<file path="src/rtl/rgbe_rle_pkg.sv">
// ----------------------------------------------------------------------------
// RGBE scanline decoder package
// Operation codes, format codes, decoding constants and the result record
// shared by the decoder modules.
// ----------------------------------------------------------------------------
package rgbe_rle_pkg;

  // Operation codes of an input transaction.
  localparam logic [1:0] OP_DATA    = 2'd0;
  localparam logic [1:0] OP_READ    = 2'd1;
  localparam logic [1:0] OP_RESTART = 2'd2;

  // Scanline format codes.
  localparam logic [1:0] FMT_UNKNOWN = 2'd0;
  localparam logic [1:0] FMT_NEW     = 2'd1;
  localparam logic [1:0] FMT_OLD     = 2'd2;

  // Decoding constants.
  localparam logic [7:0] RUN_FLAG   = 8'd128;
  localparam logic [7:0] COUNT_MASK = 8'd127;
  localparam logic [7:0] NEW_TAG    = 8'd2;
  localparam logic [7:0] MARK_BYTE  = 8'd1;
  localparam logic [4:0] SHIFT_STEP = 5'd8;
  localparam logic [4:0] SHIFT_MAX  = 5'd24;

  // Line width after reset.
  localparam logic [12:0] LINE_WIDTH_RESET = 13'd4096;

  typedef struct packed {
    logic [7:0] pixel_red;
    logic [7:0] pixel_green;
    logic [7:0] pixel_blue;
    logic [7:0] pixel_exponent;
    logic       line_complete;
    logic [1:0] line_format;
    logic       overrun;
  } result_t;

endpackage

</file>
<file path="src/rtl/rgbe_rle_outbuf.sv">
// ----------------------------------------------------------------------------
// RGBE result buffer
// Two-entry result queue whose head is the output register, so the engine
// can finish one more transaction while the receiver stalls.
// ----------------------------------------------------------------------------
module rgbe_rle_outbuf (
  input  logic                  clk,
  input  logic                  rst_n,
  input  logic                  push,
  input  rgbe_rle_pkg::result_t push_data,
  output logic                  full,
  output logic                  out_valid,
  input  logic                  out_ready,
  output rgbe_rle_pkg::result_t out_data
);

  import rgbe_rle_pkg::*;

  result_t head_r, head_nxt;
  result_t tail_r, tail_nxt;
  logic    v0_r, v0_nxt;
  logic    v1_r, v1_nxt;
  logic    pop;

  assign pop = v0_r && out_ready;

  always_comb begin
    head_nxt = head_r;
    tail_nxt = tail_r;
    v0_nxt   = v0_r;
    v1_nxt   = v1_r;
    if (pop) begin
      if (v1_r) begin
        head_nxt = tail_r;
        v1_nxt   = 1'b0;
      end else if (push) begin
        head_nxt = push_data;
      end else begin
        v0_nxt = 1'b0;
      end
    end else if (push) begin
      if (!v0_r) begin
        head_nxt = push_data;
        v0_nxt   = 1'b1;
      end else begin
        tail_nxt = push_data;
        v1_nxt   = 1'b1;
      end
    end
  end

  always_ff @(posedge clk) begin
    if (!rst_n) begin
      v0_r <= 1'b0;
      v1_r <= 1'b0;
    end else begin
      v0_r <= v0_nxt;
      v1_r <= v1_nxt;
    end
  end

  always_ff @(posedge clk) begin
    head_r <= head_nxt;
    tail_r <= tail_nxt;
  end

  assign full      = v1_r;
  assign out_valid = v0_r;
  assign out_data  = head_r;

endmodule

</file>
<file path="config.mk">
export PLATFORM = sky130hd
export DESIGN_NAME = rgbe_rle_outbuf
export DESIGN_NICKNAME = d
export VERILOG_FILES = /design/src/rtl/rgbe_rle_pkg.sv /design/src/rtl/rgbe_rle_outbuf.sv
export SDC_FILE = /design/constraint.sdc
export NUM_CORES = 1
export LEC_CHECK = 0
export BUFFER_PORTS_ARGS = -buffer_cell sky130_fd_sc_hd__buf_2
export CAP_MARGIN = 20
export CORE_MARGIN = 5
export CORE_UTILIZATION = 51
export DETAILED_ROUTE_END_ITERATION = 10
export HOLD_SLACK_MARGIN = 0.08
export PLACE_DENSITY = 0.82
export SLEW_MARGIN = 20
export SYNTH_ARGS = -nofsm -noshare
export SYNTH_HDL_FRONTEND = slang
export SYNTH_SLANG_ARGS = --single-unit
</file>
<file path="constraint.sdc">
create_clock -name clk -period 3.9 [get_ports clk]
set_input_delay 0.39 -clock clk [delete_from_list [all_inputs] [get_ports clk]]
set_output_delay 0.39 -clock clk [all_outputs]
set_load 0.02 [all_outputs]
</file>
==> metrics <==
PwrDens 477 nW/µm²; DP HPWL roughly 3.1 mm; Synth Instances 125; number of synthesized flops with an enable pin about 70; post-route ant nets 0; Area contributors post-synth edfxtp_1 (77%), mux2_4 (16%), mux2_2 (2.4%); Net Switching ~0.00035 W; vias in the first global route roughly 1.6k; Clock Latency Late Sink about 340 ps; Seq/Total Area, Yosys 0.780; share of layout cells above drive strength 1 0.609; worst hold slack 236 ps; ys flop type edfxtp_1; GRT overflow 0; IO Pins around 80; Final min period 1910 ps; Yosys warning total 0; Layout fillers 380; via/cell ratio a little under 5; Internal Power ~0.0013 W; final RePlAce weighted congestion 0.728; Total Nets Final between 200 and 300; Lkg Pwr roughly 1.5 nW; Fin. Hold Viols 0; first-pass GRT wire length 7.43 mm; Reg area between 2000 and 2500 µm²; largest net degree at the start of global routing 37; Setup Buffers After CTS 0; port bufs 77; critical path class reg -> reg; count leader, synth edfxtp_1; sum of negative setup slack 0 ps; Post-synth top cells edfxtp_1 (72), mux2_4 (30), mux2_2 (6), a21oi_1 (3), buf_6 (3); Root Buffer clkbuf_8; asr flop ratio synth 0; cts hold-fix bufs 0; die area 7130 µm²; share of the synthesized area in the top cell type 0.766; DR WL/cell about 16 µm; H-tree Lvls 3; post-synth cell types 13; post-layout util 0.646; Mapped Area ~2800 µm²; row cnt 27; post-synthesis average cell area about 23 µm²; GRT Total Usage 0.139; CTS sink cnt 74; DRC 0; initial antenna violation count 0; Max-slew headroom 0.457; CTS tree done; Worst Path Arrival about 2000 ps; Pins Over Slew Limit 0; sw frac 0.206; Yosys top cell by area edfxtp_1; area of the multi-input gates between 500 and 600 µm²; CP required around 4000 ps; Area Growth Syn to Fin 24.4%; combinational share of power 0.084; Max Root-Sink Buffers 2; Starting Density 0.519; die width ~84 µm; Pre-antenna DRT Iters 4; clock-pin slew on the worst setup and hold paths about 80 ps; non-filler cells, final around 290; Crit. End Element register; Seq pwr share 0.551; diode count 0; clock network power share 0.364; worst-path maximum fanout 36; worst slew pin tran a little over 800 ps; core area between 5000 and 6000 µm²; FMAX between 500 and 600 MHz; CTS Buf Count 9; Die Y between 80 and 90 µm; Synth Register Bits 74; final wirelength roughly 4.5 mm; RSZ-0062 raised after global routing no; Synth Net Count roughly 170; VDD IR max 301 µV; post-CTS resize count 0; Post-Place Cells between 200 and 300; Final Cycle Share 0.489; DR vias ~1.4k; initial drt markers 34; Max Cap Viol 0; setup violators final 0; HP Class in -> reg; status complete, no violations; critical path launch point type register; clk_skew approximately 7.3 ps
layout make-up:
cell class / count / share of cell area
clock inverters: 6 / 0.0235
flip-flops and latches: 74 / 0.627
clock buffers: 9 / 0.0353
well taps: 72 / 0.0257
repair buffers: 78 / 0.118
inverters: 2 / 0.00214
multi-input cells: 46 / 0.169
per-layer routing:
metal,vias to the layer above,part of all wire,track usage
li1,667,-,-
met1,673,0.42,0.157
met2,48,0.48,0.227
met3,8,0.077,0.0599
met4,0,0.015,0.0647
met5,-,0,0
critical path, stage by stage (launching register included):
cell	delay (ps)
dfxtp_1	530
nand3_4	590
mux2_4	510
cell usage in the layout (no fill, tap or decap), types with 2 or more instances in the layout:
master     instances
buf_2             77
edfxtp_1          72
mux2_4            30
clkbuf_8           9
mux2_2             6
inv_1              2
a21oi_1            2
nand2_1            2
clkinv_2           2
bufinv_16          2
dfxtp_1            2
cell families (layout without fill, tap and decap cells):
| kind of cell | count (synthesis) | in the layout | share of synthesized area |
|---|---|---|---|
| AND/OR/NAND/NOR | 5 | 5 | 0.0124 |
| flip-flops | 74 | 74 | 0.780 |
| buffers and inverters | 5 | 95 | 0.0146 |
| multiplexers | 36 | 36 | 0.183 |
| AO/OA/AOI/OAI | 5 | 5 | 0.00975 |
flip-flops by register name (all words and copies together) (netlist names):
signal     cells
out_data      36
full           1
out_valid      1
tail_r        36
power by group through the flow:
| stage | registers (W) | clock network [W] | logic [W] |
|---|---|---|---|
| floorplan | 0.000977 | 0 | 0.0000456 |
| global placement | 0.000942 | 0 | 0.000135 |
| detailed placement | 0.000943 | 0 | 0.000139 |
| CTS | 0.000926 | 0.000627 | 0.000140 |
| global route | 0.000928 | 0.000674 | 0.000153 |
| finish | 0.000925 | 0.000610 | 0.000142 |
path summary, 6_finish.rpt:
check	start	endpoint	slack (ps)	cells past startpoint
worst max-delay path	out_valid	out_data[31]	1990	2
worst min-delay path	push_data[16]	tail_r[16]	240	1
worst max register to register	out_valid	out_data[31]	1990	2
worst min register to register	tail_r[26]	out_data[26]	540	1
stage by stage:
step	setup WS [ps]	instance area, µm²	total power (W)
6_report	1990	3510	0.00168
5_1_grt	1900	3510	0.00175
4_1_cts	1900	3480	0.00169
3_5_place_dp	1930	3280	0.00108
3_3_place_gp	1980	3280	0.00108
2_1_floorplan	998	2820	0.00102
No activity file was read; power rests on OpenSTA's default activity.
