**config.mk**
```make
export PLATFORM = sky130hd
export DESIGN_NAME = rgbe_rle_engine
export DESIGN_NICKNAME = d
export VERILOG_FILES = /design/src/rtl/rgbe_rle_pkg.sv /design/src/rtl/rgbe_rle_engine.sv
export SDC_FILE = /design/constraint.sdc
export NUM_CORES = 1
export LEC_CHECK = 0
export BUFFER_PORTS_ARGS = -buffer_cell sky130_fd_sc_hd__buf_2
export CORE_MARGIN = 5
export CORE_UTILIZATION = 44
export CTS_CLUSTER_DIAMETER = 150
export CTS_CLUSTER_SIZE = 40
export DETAILED_ROUTE_END_ITERATION = 12
export GPL_TIMING_DRIVEN = 0
export PLACE_DENSITY_LB_ADDON = 0.08
export SYNTH_ARGS = -nofsm -noshare
export SYNTH_HDL_FRONTEND = slang
export SYNTH_SLANG_ARGS = --single-unit
```
**constraint.sdc**
```tcl
create_clock -name clk -period 17.1 [get_ports clk]
set_clock_uncertainty 0.05 [all_clocks]
set_input_delay 3.42 -clock clk [delete_from_list [all_inputs] [get_ports clk]]
set_output_delay 3.42 -clock clk [all_outputs]
set_load 0.01 [all_outputs]
```
**src/rtl/rgbe_rle_pkg.sv**
```systemverilog
// ----------------------------------------------------------------------------
// RGBE scanline decoder package
// Operation codes, format codes, decoding constants and the result record
// shared by the decoder modules.
// ----------------------------------------------------------------------------
package rgbe_rle_pkg;

  // Operation codes of an input transaction.
  localparam logic [1:0] OP_DATA    = 2'd0;
  localparam logic [1:0] OP_READ    = 2'd1;
  localparam logic [1:0] OP_RESTART = 2'd2;

  // Scanline format codes.
  localparam logic [1:0] FMT_UNKNOWN = 2'd0;
  localparam logic [1:0] FMT_NEW     = 2'd1;
  localparam logic [1:0] FMT_OLD     = 2'd2;

  // Decoding constants.
  localparam logic [7:0] RUN_FLAG   = 8'd128;
  localparam logic [7:0] COUNT_MASK = 8'd127;
  localparam logic [7:0] NEW_TAG    = 8'd2;
  localparam logic [7:0] MARK_BYTE  = 8'd1;
  localparam logic [4:0] SHIFT_STEP = 5'd8;
  localparam logic [4:0] SHIFT_MAX  = 5'd24;

  // Line width after reset.
  localparam logic [12:0] LINE_WIDTH_RESET = 13'd4096;

  typedef struct packed {
    logic [7:0] pixel_red;
    logic [7:0] pixel_green;
    logic [7:0] pixel_blue;
    logic [7:0] pixel_exponent;
    logic       line_complete;
    logic [1:0] line_format;
    logic       overrun;
  } result_t;

endpackage

```
**src/rtl/rgbe_rle_engine.sv**
```systemverilog
// ----------------------------------------------------------------------------
// RGBE scanline decode engine
// Holds the line decoding state, turns data bytes into store writes and reads
// into a store read, and sequences run and repeat fills one entry a cycle.
// ----------------------------------------------------------------------------
module rgbe_rle_engine #(
  parameter int MAX_WIDTH = 4096,
  parameter int PW        = 13,
  parameter int AW        = 12,
  parameter int CW        = 13
) (
  input  logic                  clk,
  input  logic                  rst_n,
  input  logic                  cfg_we,
  input  logic [12:0]           cfg_wdata,
  input  logic                  in_valid,
  output logic                  in_ready,
  input  logic [1:0]            in_operation,
  input  logic [7:0]            in_data_byte,
  input  logic [11:0]           in_pixel_index,
  input  logic                  res_ready,
  output logic                  res_push,
  output rgbe_rle_pkg::result_t res,
  output logic                  mem_we,
  output logic [3:0]            mem_be,
  output logic [AW-1:0]         mem_waddr,
  output logic [31:0]           mem_wdata,
  output logic                  mem_re,
  output logic [AW-1:0]         mem_raddr,
  input  logic [31:0]           mem_rdata
);

  import rgbe_rle_pkg::*;

  localparam logic [1:0] ST_IDLE = 2'd0;
  localparam logic [1:0] ST_READ = 2'd1;
  localparam logic [1:0] ST_FILL = 2'd2;

  function automatic logic [PW-1:0] eff_width(input logic [12:0] v);
    logic [CW-1:0] ve;
    ve = CW'(v);
    if (v == 13'd0) begin
      eff_width = PW'(1);
    end else if (ve > CW'(MAX_WIDTH)) begin
      eff_width = PW'(MAX_WIDTH);
    end else begin
      eff_width = ve[PW-1:0];
    end
  endfunction

  logic [1:0]    state_r, state_nxt;
  logic [PW-1:0] eff_w_r;
  logic [23:0]   lead_r, lead_nxt;
  logic [1:0]    phase_r, phase_nxt;
  logic [1:0]    mode_r, mode_nxt;
  logic [1:0]    ch_r, ch_nxt;
  logic [PW-1:0] wp_r, wp_nxt;
  logic [7:0]    pend_r, pend_nxt;
  logic          run_r, run_nxt;
  logic [4:0]    shift_r, shift_nxt;
  logic          ovr_r, ovr_nxt;
  logic          done_r, done_nxt;
  logic [PW-1:0] fill_cnt_r, fill_cnt_nxt;
  logic [AW-1:0] fill_addr_r, fill_addr_nxt;
  logic [3:0]    fill_be_r, fill_be_nxt;
  logic [7:0]    fill_byte_r, fill_byte_nxt;
  logic          fill_mem_r, fill_mem_nxt;
  logic          rd_ok_r, rd_ok_nxt;

  logic          accept;
  logic [23:0]   b_lead;
  logic [1:0]    b_phase, b_mode, b_ch;
  logic [PW-1:0] b_wp, room, fill_n, prev_pos;
  logic [7:0]    b_pend;
  logic          b_run, b_ovr;
  logic [4:0]    b_shift;
  logic [31:0]   fill_req, px, res_pix;
  logic          fill_over;
  logic [3:0]    lane_be;
  logic [CW-1:0] idx_ext;

  assign in_ready = (state_r == ST_IDLE) && res_ready;
  assign accept   = in_valid && in_ready;

  // A byte that follows a finished line starts a fresh line.
  assign b_lead  = done_r ? 24'd0 : lead_r;
  assign b_phase = done_r ? 2'd0 : phase_r;
  assign b_mode  = done_r ? FMT_UNKNOWN : mode_r;
  assign b_ch    = done_r ? 2'd0 : ch_r;
  assign b_wp    = done_r ? '0 : wp_r;
  assign b_pend  = done_r ? 8'd0 : pend_r;
  assign b_run   = done_r ? 1'b0 : run_r;
  assign b_shift = done_r ? 5'd0 : shift_r;
  assign b_ovr   = done_r ? 1'b0 : ovr_r;

  assign px       = {in_data_byte, b_lead};
  assign room     = (b_wp < eff_w_r) ? (eff_w_r - b_wp) : '0;
  assign prev_pos = b_wp - PW'(1);
  assign lane_be  = 4'b0001 << b_ch;
  assign idx_ext  = CW'(in_pixel_index);

  // Run length in new RLE, or the repeat count of an old-format marker.
  assign fill_req  = (b_mode == FMT_NEW) ? 32'(b_pend) : (32'(in_data_byte) << b_shift);
  assign fill_over = fill_req > 32'(room);
  assign fill_n    = fill_over ? room : fill_req[PW-1:0];

  always_comb begin
    state_nxt     = state_r;
    lead_nxt      = lead_r;
    phase_nxt     = phase_r;
    mode_nxt      = mode_r;
    ch_nxt        = ch_r;
    wp_nxt        = wp_r;
    pend_nxt      = pend_r;
    run_nxt       = run_r;
    shift_nxt     = shift_r;
    ovr_nxt       = ovr_r;
    done_nxt      = done_r;
    fill_cnt_nxt  = fill_cnt_r;
    fill_addr_nxt = fill_addr_r;
    fill_be_nxt   = fill_be_r;
    fill_byte_nxt = fill_byte_r;
    fill_mem_nxt  = fill_mem_r;
    rd_ok_nxt     = rd_ok_r;
    mem_we        = 1'b0;
    mem_be        = 4'h0;
    mem_waddr     = b_wp[AW-1:0];
    mem_wdata     = {4{in_data_byte}};
    mem_re        = 1'b0;
    mem_raddr     = prev_pos[AW-1:0];
    res_push      = 1'b0;

    case (state_r)
      ST_IDLE: begin
        if (accept) begin
          case (in_operation)
            OP_DATA: begin
              lead_nxt  = b_lead;
              phase_nxt = b_phase;
              mode_nxt  = b_mode;
              ch_nxt    = b_ch;
              wp_nxt    = b_wp;
              pend_nxt  = b_pend;
              run_nxt   = b_run;
              shift_nxt = b_shift;
              ovr_nxt   = b_ovr;
              done_nxt  = 1'b0;
              res_push  = 1'b1;
              if (b_mode == FMT_NEW) begin
                if (b_pend == 8'd0) begin
                  if (in_data_byte > RUN_FLAG) begin
                    run_nxt  = 1'b1;
                    pend_nxt = in_data_byte & COUNT_MASK;
                  end else begin
                    run_nxt  = 1'b0;
                    pend_nxt = in_data_byte;
                  end
                end else begin
                  if (b_run) begin
                    if (fill_over) begin
                      ovr_nxt = 1'b1;
                    end
                    wp_nxt   = b_wp + fill_n;
                    pend_nxt = 8'd0;
                    if (fill_n != '0) begin
                      res_push      = 1'b0;
                      state_nxt     = ST_FILL;
                      fill_cnt_nxt  = fill_n;
                      fill_addr_nxt = b_wp[AW-1:0];
                      fill_be_nxt   = lane_be;
                      fill_byte_nxt = in_data_byte;
                      fill_mem_nxt  = 1'b0;
                    end
                  end else begin
                    if (b_wp < eff_w_r) begin
                      mem_we = 1'b1;
                      mem_be = lane_be;
                      wp_nxt = b_wp + PW'(1);
                    end else begin
                      ovr_nxt = 1'b1;
                    end
                    pend_nxt = b_pend - 8'd1;
                  end
                  // A channel ends once its counts are used up at the line width.
                  if (pend_nxt == 8'd0 && wp_nxt >= eff_w_r) begin
                    wp_nxt = '0;
                    if (b_ch == 2'd3) begin
                      done_nxt = 1'b1;
                    end else begin
                      ch_nxt = b_ch + 2'd1;
                    end
                  end
                end
              end else if (b_phase != 2'd3) begin
                case (b_phase)
                  2'd0:    lead_nxt[7:0]   = in_data_byte;
                  2'd1:    lead_nxt[15:8]  = in_data_byte;
                  default: lead_nxt[23:16] = in_data_byte;
                endcase
                phase_nxt = b_phase + 2'd1;
              end else begin
                phase_nxt = 2'd0;
                lead_nxt  = 24'd0;
                if (b_mode == FMT_UNKNOWN) begin
                  mem_we    = 1'b1;
                  mem_be    = 4'hF;
                  mem_waddr = '0;
                  mem_wdata = px;
                  if (px[7:0] == NEW_TAG && px[15:8] == NEW_TAG && px[23:16] < RUN_FLAG) begin
                    mode_nxt = FMT_NEW;
                    ch_nxt   = 2'd0;
                    wp_nxt   = '0;
                    pend_nxt = 8'd0;
                    run_nxt  = 1'b0;
                  end else begin
                    mode_nxt  = FMT_OLD;
                    wp_nxt    = PW'(1);
                    shift_nxt = 5'd0;
                    if (eff_w_r == PW'(1)) begin
                      done_nxt = 1'b1;
                    end
                  end
                end else if (b_wp >= eff_w_r) begin
                  done_nxt = 1'b1;
                end else begin
                  if (px[7:0] == MARK_BYTE && px[15:8] == MARK_BYTE &&
                      px[23:16] == MARK_BYTE) begin
                    if (fill_over) begin
                      ovr_nxt = 1'b1;
                    end
                    wp_nxt    = b_wp + fill_n;
                    shift_nxt = (b_shift < SHIFT_MAX) ? (b_shift + SHIFT_STEP) : b_shift;
                    if (fill_n != '0) begin
                      // Fetch the previous pixel; it arrives in the first fill cycle.
                      mem_re        = 1'b1;
                      res_push      = 1'b0;
                      state_nxt     = ST_FILL;
                      fill_cnt_nxt  = fill_n;
                      fill_addr_nxt = b_wp[AW-1:0];
                      fill_be_nxt   = 4'hF;
                      fill_mem_nxt  = 1'b1;
                    end
                  end else begin
                    mem_we    = 1'b1;
                    mem_be    = 4'hF;
                    mem_wdata = px;
                    wp_nxt    = b_wp + PW'(1);
                    shift_nxt = 5'd0;
                  end
                  if (wp_nxt >= eff_w_r) begin
                    done_nxt = 1'b1;
                  end
                end
              end
            end
            OP_READ: begin
              mem_re    = 1'b1;
              mem_raddr = idx_ext[AW-1:0];
              rd_ok_nxt = idx_ext < CW'(MAX_WIDTH);
              state_nxt = ST_READ;
            end
            OP_RESTART: begin
              lead_nxt  = 24'd0;
              phase_nxt = 2'd0;
              mode_nxt  = FMT_UNKNOWN;
              ch_nxt    = 2'd0;
              wp_nxt    = '0;
              pend_nxt  = 8'd0;
              run_nxt   = 1'b0;
              shift_nxt = 5'd0;
              ovr_nxt   = 1'b0;
              done_nxt  = 1'b0;
              res_push  = 1'b1;
            end
            default: begin
              res_push = 1'b1;
            end
          endcase
        end
      end
      ST_READ: begin
        res_push  = 1'b1;
        state_nxt = ST_IDLE;
      end
      ST_FILL: begin
        mem_we        = 1'b1;
        mem_be        = fill_be_r;
        mem_waddr     = fill_addr_r;
        mem_wdata     = fill_mem_r ? mem_rdata : {4{fill_byte_r}};
        fill_addr_nxt = fill_addr_r + AW'(1);
        fill_cnt_nxt  = fill_cnt_r - PW'(1);
        if (fill_cnt_r == PW'(1)) begin
          res_push  = 1'b1;
          state_nxt = ST_IDLE;
        end
      end
      default: begin
        state_nxt = ST_IDLE;
      end
    endcase
  end

  // Status fields show the line state after the transaction.
  assign res_pix = (state_r == ST_READ && rd_ok_r) ? mem_rdata : 32'd0;
  assign res.pixel_red      = res_pix[7:0];
  assign res.pixel_green    = res_pix[15:8];
  assign res.pixel_blue     = res_pix[23:16];
  assign res.pixel_exponent = res_pix[31:24];
  assign res.line_complete  = done_nxt;
  assign res.line_format    = mode_nxt;
  assign res.overrun        = ovr_nxt;

  always_ff @(posedge clk) begin
    if (!rst_n) begin
      state_r <= ST_IDLE;
      eff_w_r <= eff_width(LINE_WIDTH_RESET);
      lead_r  <= 24'd0;
      phase_r <= 2'd0;
      mode_r  <= FMT_UNKNOWN;
      ch_r    <= 2'd0;
      wp_r    <= '0;
      pend_r  <= 8'd0;
      run_r   <= 1'b0;
      shift_r <= 5'd0;
      ovr_r   <= 1'b0;
      done_r  <= 1'b0;
    end else begin
      state_r <= state_nxt;
      if (cfg_we) begin
        eff_w_r <= eff_width(cfg_wdata);
      end
      lead_r  <= lead_nxt;
      phase_r <= phase_nxt;
      mode_r  <= mode_nxt;
      ch_r    <= ch_nxt;
      wp_r    <= wp_nxt;
      pend_r  <= pend_nxt;
      run_r   <= run_nxt;
      shift_r <= shift_nxt;
      ovr_r   <= ovr_nxt;
      done_r  <= done_nxt;
    end
  end

  always_ff @(posedge clk) begin
    fill_cnt_r  <= fill_cnt_nxt;
    fill_addr_r <= fill_addr_nxt;
    fill_be_r   <= fill_be_nxt;
    fill_byte_r <= fill_byte_nxt;
    fill_mem_r  <= fill_mem_nxt;
    rd_ok_r     <= rd_ok_nxt;
  end

endmodule

```
==> impl_metrics.py <==
metrics = {
    "floorplan": {
        "placement_rows": 58,
        "effective_utilization_at_floorplan_pct": 44.57,
        "chip_height_um": 169.7,
        "die_w_um": 169.7,
        "fp.dieArea_sq_um": 28800,
        "core_region_area_sq_um": 25180,
        "top_level_ports": 172,
    },
    "logic_synthesis": {
        "synth_top_family_by_area": "compound AO/OA/AOI/OAI gates",
        "synthSimpleGateAreaFrac_pct": 26.94,
        "mappedNetlistArea_sq_um": 11220,
        "synthFlopType": "sky130_fd_sc_hd__dfxtp_1",
        "synth_seq_area_share_pct": 23.36,
        "synthTopCellsByArea": "sky130_fd_sc_hd__dfxtp_1, sky130_fd_sc_hd__edfxtp_1, sky130_fd_sc_hd__ha_1, sky130_fd_sc_hd__nand2_1, sky130_fd_sc_hd__a21oi_1",
        "synth.mux.area_fraction_pct": 2.463,
        "synth-xor-area-share_pct": 5.685,
        "synth_top_area_cell": "sky130_fd_sc_hd__dfxtp_1",
        "post_synth_fa_ha_maj_area_fraction_pct": 8.583,
        "synth_seq_cells": 112,
        "postSynthAreaPerCell_sq_um": 7.195,
        "synth_enable_flop_cells": 38,
        "synth_top_area_share_pct": 13.20,
        "post_synthesis_compound_gate_area_fraction_pct": 27.17,
        "netlist-cell-type-count": 83,
        "syn-instance-count": 1560,
        "synth_fp_nets": 1707,
        "synth_warnings": 0,
        "async_set_or_reset_flop_fraction_in_the_synthesized_netlist_pct": 0,
    },
    "clock_tree": {
        "tritoncts": "built",
        "cts_sinks": 112,
        "worst_setup_hold_path_clk_slew_ps": 110,
        "number_of_buffers_between_clock_root_and_the_deepest_sink": 2,
        "clk-insertion-delay-late_ps": 390,
        "ctsHtreeMaxLevel": 3,
        "cts.root.buffer_cell": "sky130_fd_sc_hd__clkbuf_16",
        "numCtsBuffers": 9,
    },
    "setup_path": {
        "r2r_slack_ps": 3970,
        "timing.critical_path.buf_inv": 9,
        "cp_top_family": "compound AO/OA/AOI/OAI gates",
        "worst_path_max_delay_cell": "sky130_fd_sc_hd__or4_1",
        "crit_fanout": 10,
        "worst-endpoint-arrival_ps": 13070,
        "cp_peak_stage_delay_ps": 550,
        "worstSetupEndpointType": "output port",
        "critPathKind": "reg2out",
        "startpoint_type": "register",
        "worst_ep_required_time_ps": 13630,
    },
    "global_route": {
        "grt_first_pass_wirelength_um": 73410,
        "grt_overflow": 0,
        "grt_max_degree": 24,
        "grt_antenna_before_repair": 0,
        "overall_track_demand_over_capacity_in_global_routing_pct": 32.97,
        "grt_pass1_vias": 12040,
    },
    "layout": {
        "final_layout_size_suffix_gt1_share_pct": 13.18,
        "syn_to_final_growth_pct": 14.36,
        "num-fill-cells": 2620,
        "finalNetCount": 1887,
    },
    "sta": {
        "final.period_utilization_pct": 96.75,
        "final-setup-viol-count": 0,
        "maxSlewHeadroom_pct": 40.65,
        "timing.final.hold_violations": 0,
        "unrepaired_setup_endpoints_after_global_routing": "no",
        "min_period_ps": 16540,
        "worst_slew_pin_slew_ps": 890.3,
        "timing.fmax_mhz": 60.45,
        "timing.final.max_slew_violations": 0,
        "fin_setup_tns_ps": 0,
    },
    "placement": {
        "routability_congestion_estimate": 0.9927,
        "portBuffers": 169,
        "dp_hpwl_um": 39010,
    },
    "power_and_ir_drop": {
        "sw_frac_of_total_pct": 35.48,
        "power.clock.fraction_pct": 35.7,
        "share_seq_of_total_power_pct": 41.0,
        "total_switching_power_w": 0.0002414,
        "totalPowerFinal_w": 0.0006803,
        "vdd_ir_drop_max_v": 0.00004705,
        "combinationalPowerShare_pct": 23.4,
        "pwr_density_cell_nw_per_um2": 53.00,
        "p_int_w": 0.0004389,
        "power.static_leakage_nw": 5.228,
    },
    "run": {
        "drv_cap": 0,
    },
    "detailed_routing": {
        "post_detailed_route_wirelength_per_cell_um": 23.78,
        "final_antenna_net_count": 0,
        "vias": 13020,
        "drt_pass_1_iters": 7,
        "wirelength_um": 49360,
        "route.detailed.vias_per_inst": 6.269,
        "drcViolationCount": 0,
        "initialDrtViolationCount": 1769,
    },
    "status": {
        "result_of_the_run": "finished, final reports clean",
    },
    "min_path": {
        "holdCritPathClass": "reg2reg",
    },
}
[power groups by stage]
stage | Clock [W] | Combinational (W) | Sequential (W)
after floorplan | 0 | 0.0000953 | 0.000284
after global placement | 0 | 0.000153 | 0.000285
after detailed placement | 0 | 0.000153 | 0.000285
after CTS | 0.000244 | 0.000154 | 0.000279
after global routing | 0.000256 | 0.000170 | 0.000279
final | 0.000243 | 0.000159 | 0.000279
[path summary, 6_finish.rpt]
check,depth (start not counted),startpoint,end
worst max-delay path,44,done_r,res[3]
worst min register to register,2,wp_r[12],wp_r[12]
worst min-delay path,2,wp_r[12],wp_r[12]
worst max register to register,43,done_r,wp_r[3]
[sequential cells by signal, summed over array words and instances (netlist names), 2 cells and up]
signal,count
mode_r,2
shift_r,5
phase_r,2
eff_w_r,13
fill_byte_r,8
ch_r,2
wp_r,13
fill_cnt_r,13
lead_r,24
fill_addr_r,12
state_r,2
pend_r,8
fill_be_r,4
[synthesized netlist by cell type, drive strengths merged (15+ instances only)]
master	instances
a21o	17
a21oi	129
a221oi	17
a22oi	39
a31oi	19
and2	47
buf	15
clkbuf	89
dfxtp	74
edfxtp	38
ha	73
inv	61
nand2	210
nand3	28
nand4	21
nor2	166
nor2b	32
nor3	44
nor4	19
o211ai	19
o21ai	121
xnor2	53
xor2	19
[cell families after synthesis]
group,count (synthesis)
XOR/XNOR,72
flip-flops,112
AO/OA/AOI/OAI,476
adder cells (fa/ha/maj),76
AND/OR/NAND/NOR,635
buffers and inverters,167
multiplexers,22
[final cells by class]
| cell class | instances | area, sq um | area share (%) |
|---|---|---|---|
| Tap cell | 330 | 412.9 | 3.217 |
| Inverter | 63 | 236.5 | 1.842 |
| Clock inverter | 7 | 93.84 | 0.7311 |
| Timing Repair Buffer | 170 | 860.8 | 6.706 |
| Clock buffer | 9 | 225.2 | 1.755 |
| Buffer | 103 | 414.1 | 3.226 |
| Sequential cell | 112 | 2623 | 20.43 |
| Antenna cell | 1 | 2.502 | 0.01950 |
| Multi-Input combinational cell | 1281 | 7968 | 62.07 |
[timing repair]
item                                    in CTS  in global routing
setup buffers                                0                  0
gates resized for setup                      0                  6
endpoints found under the setup margin       0                  1
hold buffers                                 0                  0
[worst reg2reg max path, delay by kind of cell, from the launching register on]
kind,cells,cell delay [ps]
compound gates,18,4210
fa+ha+maj,4,1740
xor+xnor,2,330
flops,1,320
buf+inv,7,2630
simple gates,11,3440
mux,1,330
[per-stage QoR]
stage / utilization, % / area, sq um / instances / hold WS, ps / setup WS [ps]
6_report: 50.97 / 12840 / 2076 / 410.3 / 556.3
3_3_place_gp: 49.57 / 12480 / 2059 / 383.3 / 344.2
2_1_floorplan: - / 11220 / 1560 / 372.6 / 2666
3_5_place_dp: 49.69 / 12510 / 2060 / 388.6 / 318.5
5_1_grt: 50.96 / 12830 / 2075 / 434.3 / 74.38
4_1_cts: 50.95 / 12830 / 2076 / 403.5 / 296.9
[layer usage]
metal	global-route usage, %	up-vias	wire length (um)
met4	8.610	0	1309
met3	6.266	108	5117
met5	0	-	0
met2	48.27	704	20700
li1	-	6034	-
met1	49.52	6169	22240
[layout by cell type (no fill, tap or decap), drive strengths merged, types with 14 or more instances in the layout]
cell type | Yosys | final
o21a | 14 | 14
a21o | 17 | 17
a21oi | 129 | 129
edfxtp | 38 | 38
a22oi | 39 | 39
nand2 | 210 | 210
buf | 15 | 184
o21ai | 121 | 121
nor2 | 166 | 166
xnor2 | 53 | 53
nand4 | 21 | 21
nor2b | 32 | 32
inv | 61 | 65
nand3 | 28 | 28
nor3 | 44 | 44
ha | 73 | 73
clkbuf | 89 | 98
and3 | 14 | 14
xor2 | 19 | 19
o31ai | 14 | 14
a31oi | 19 | 19
dfxtp | 74 | 74
o211ai | 19 | 19
a221oi | 17 | 17
and2 | 47 | 47
nor4 | 19 | 19
No activity file was read; power rests on OpenSTA's default activity.
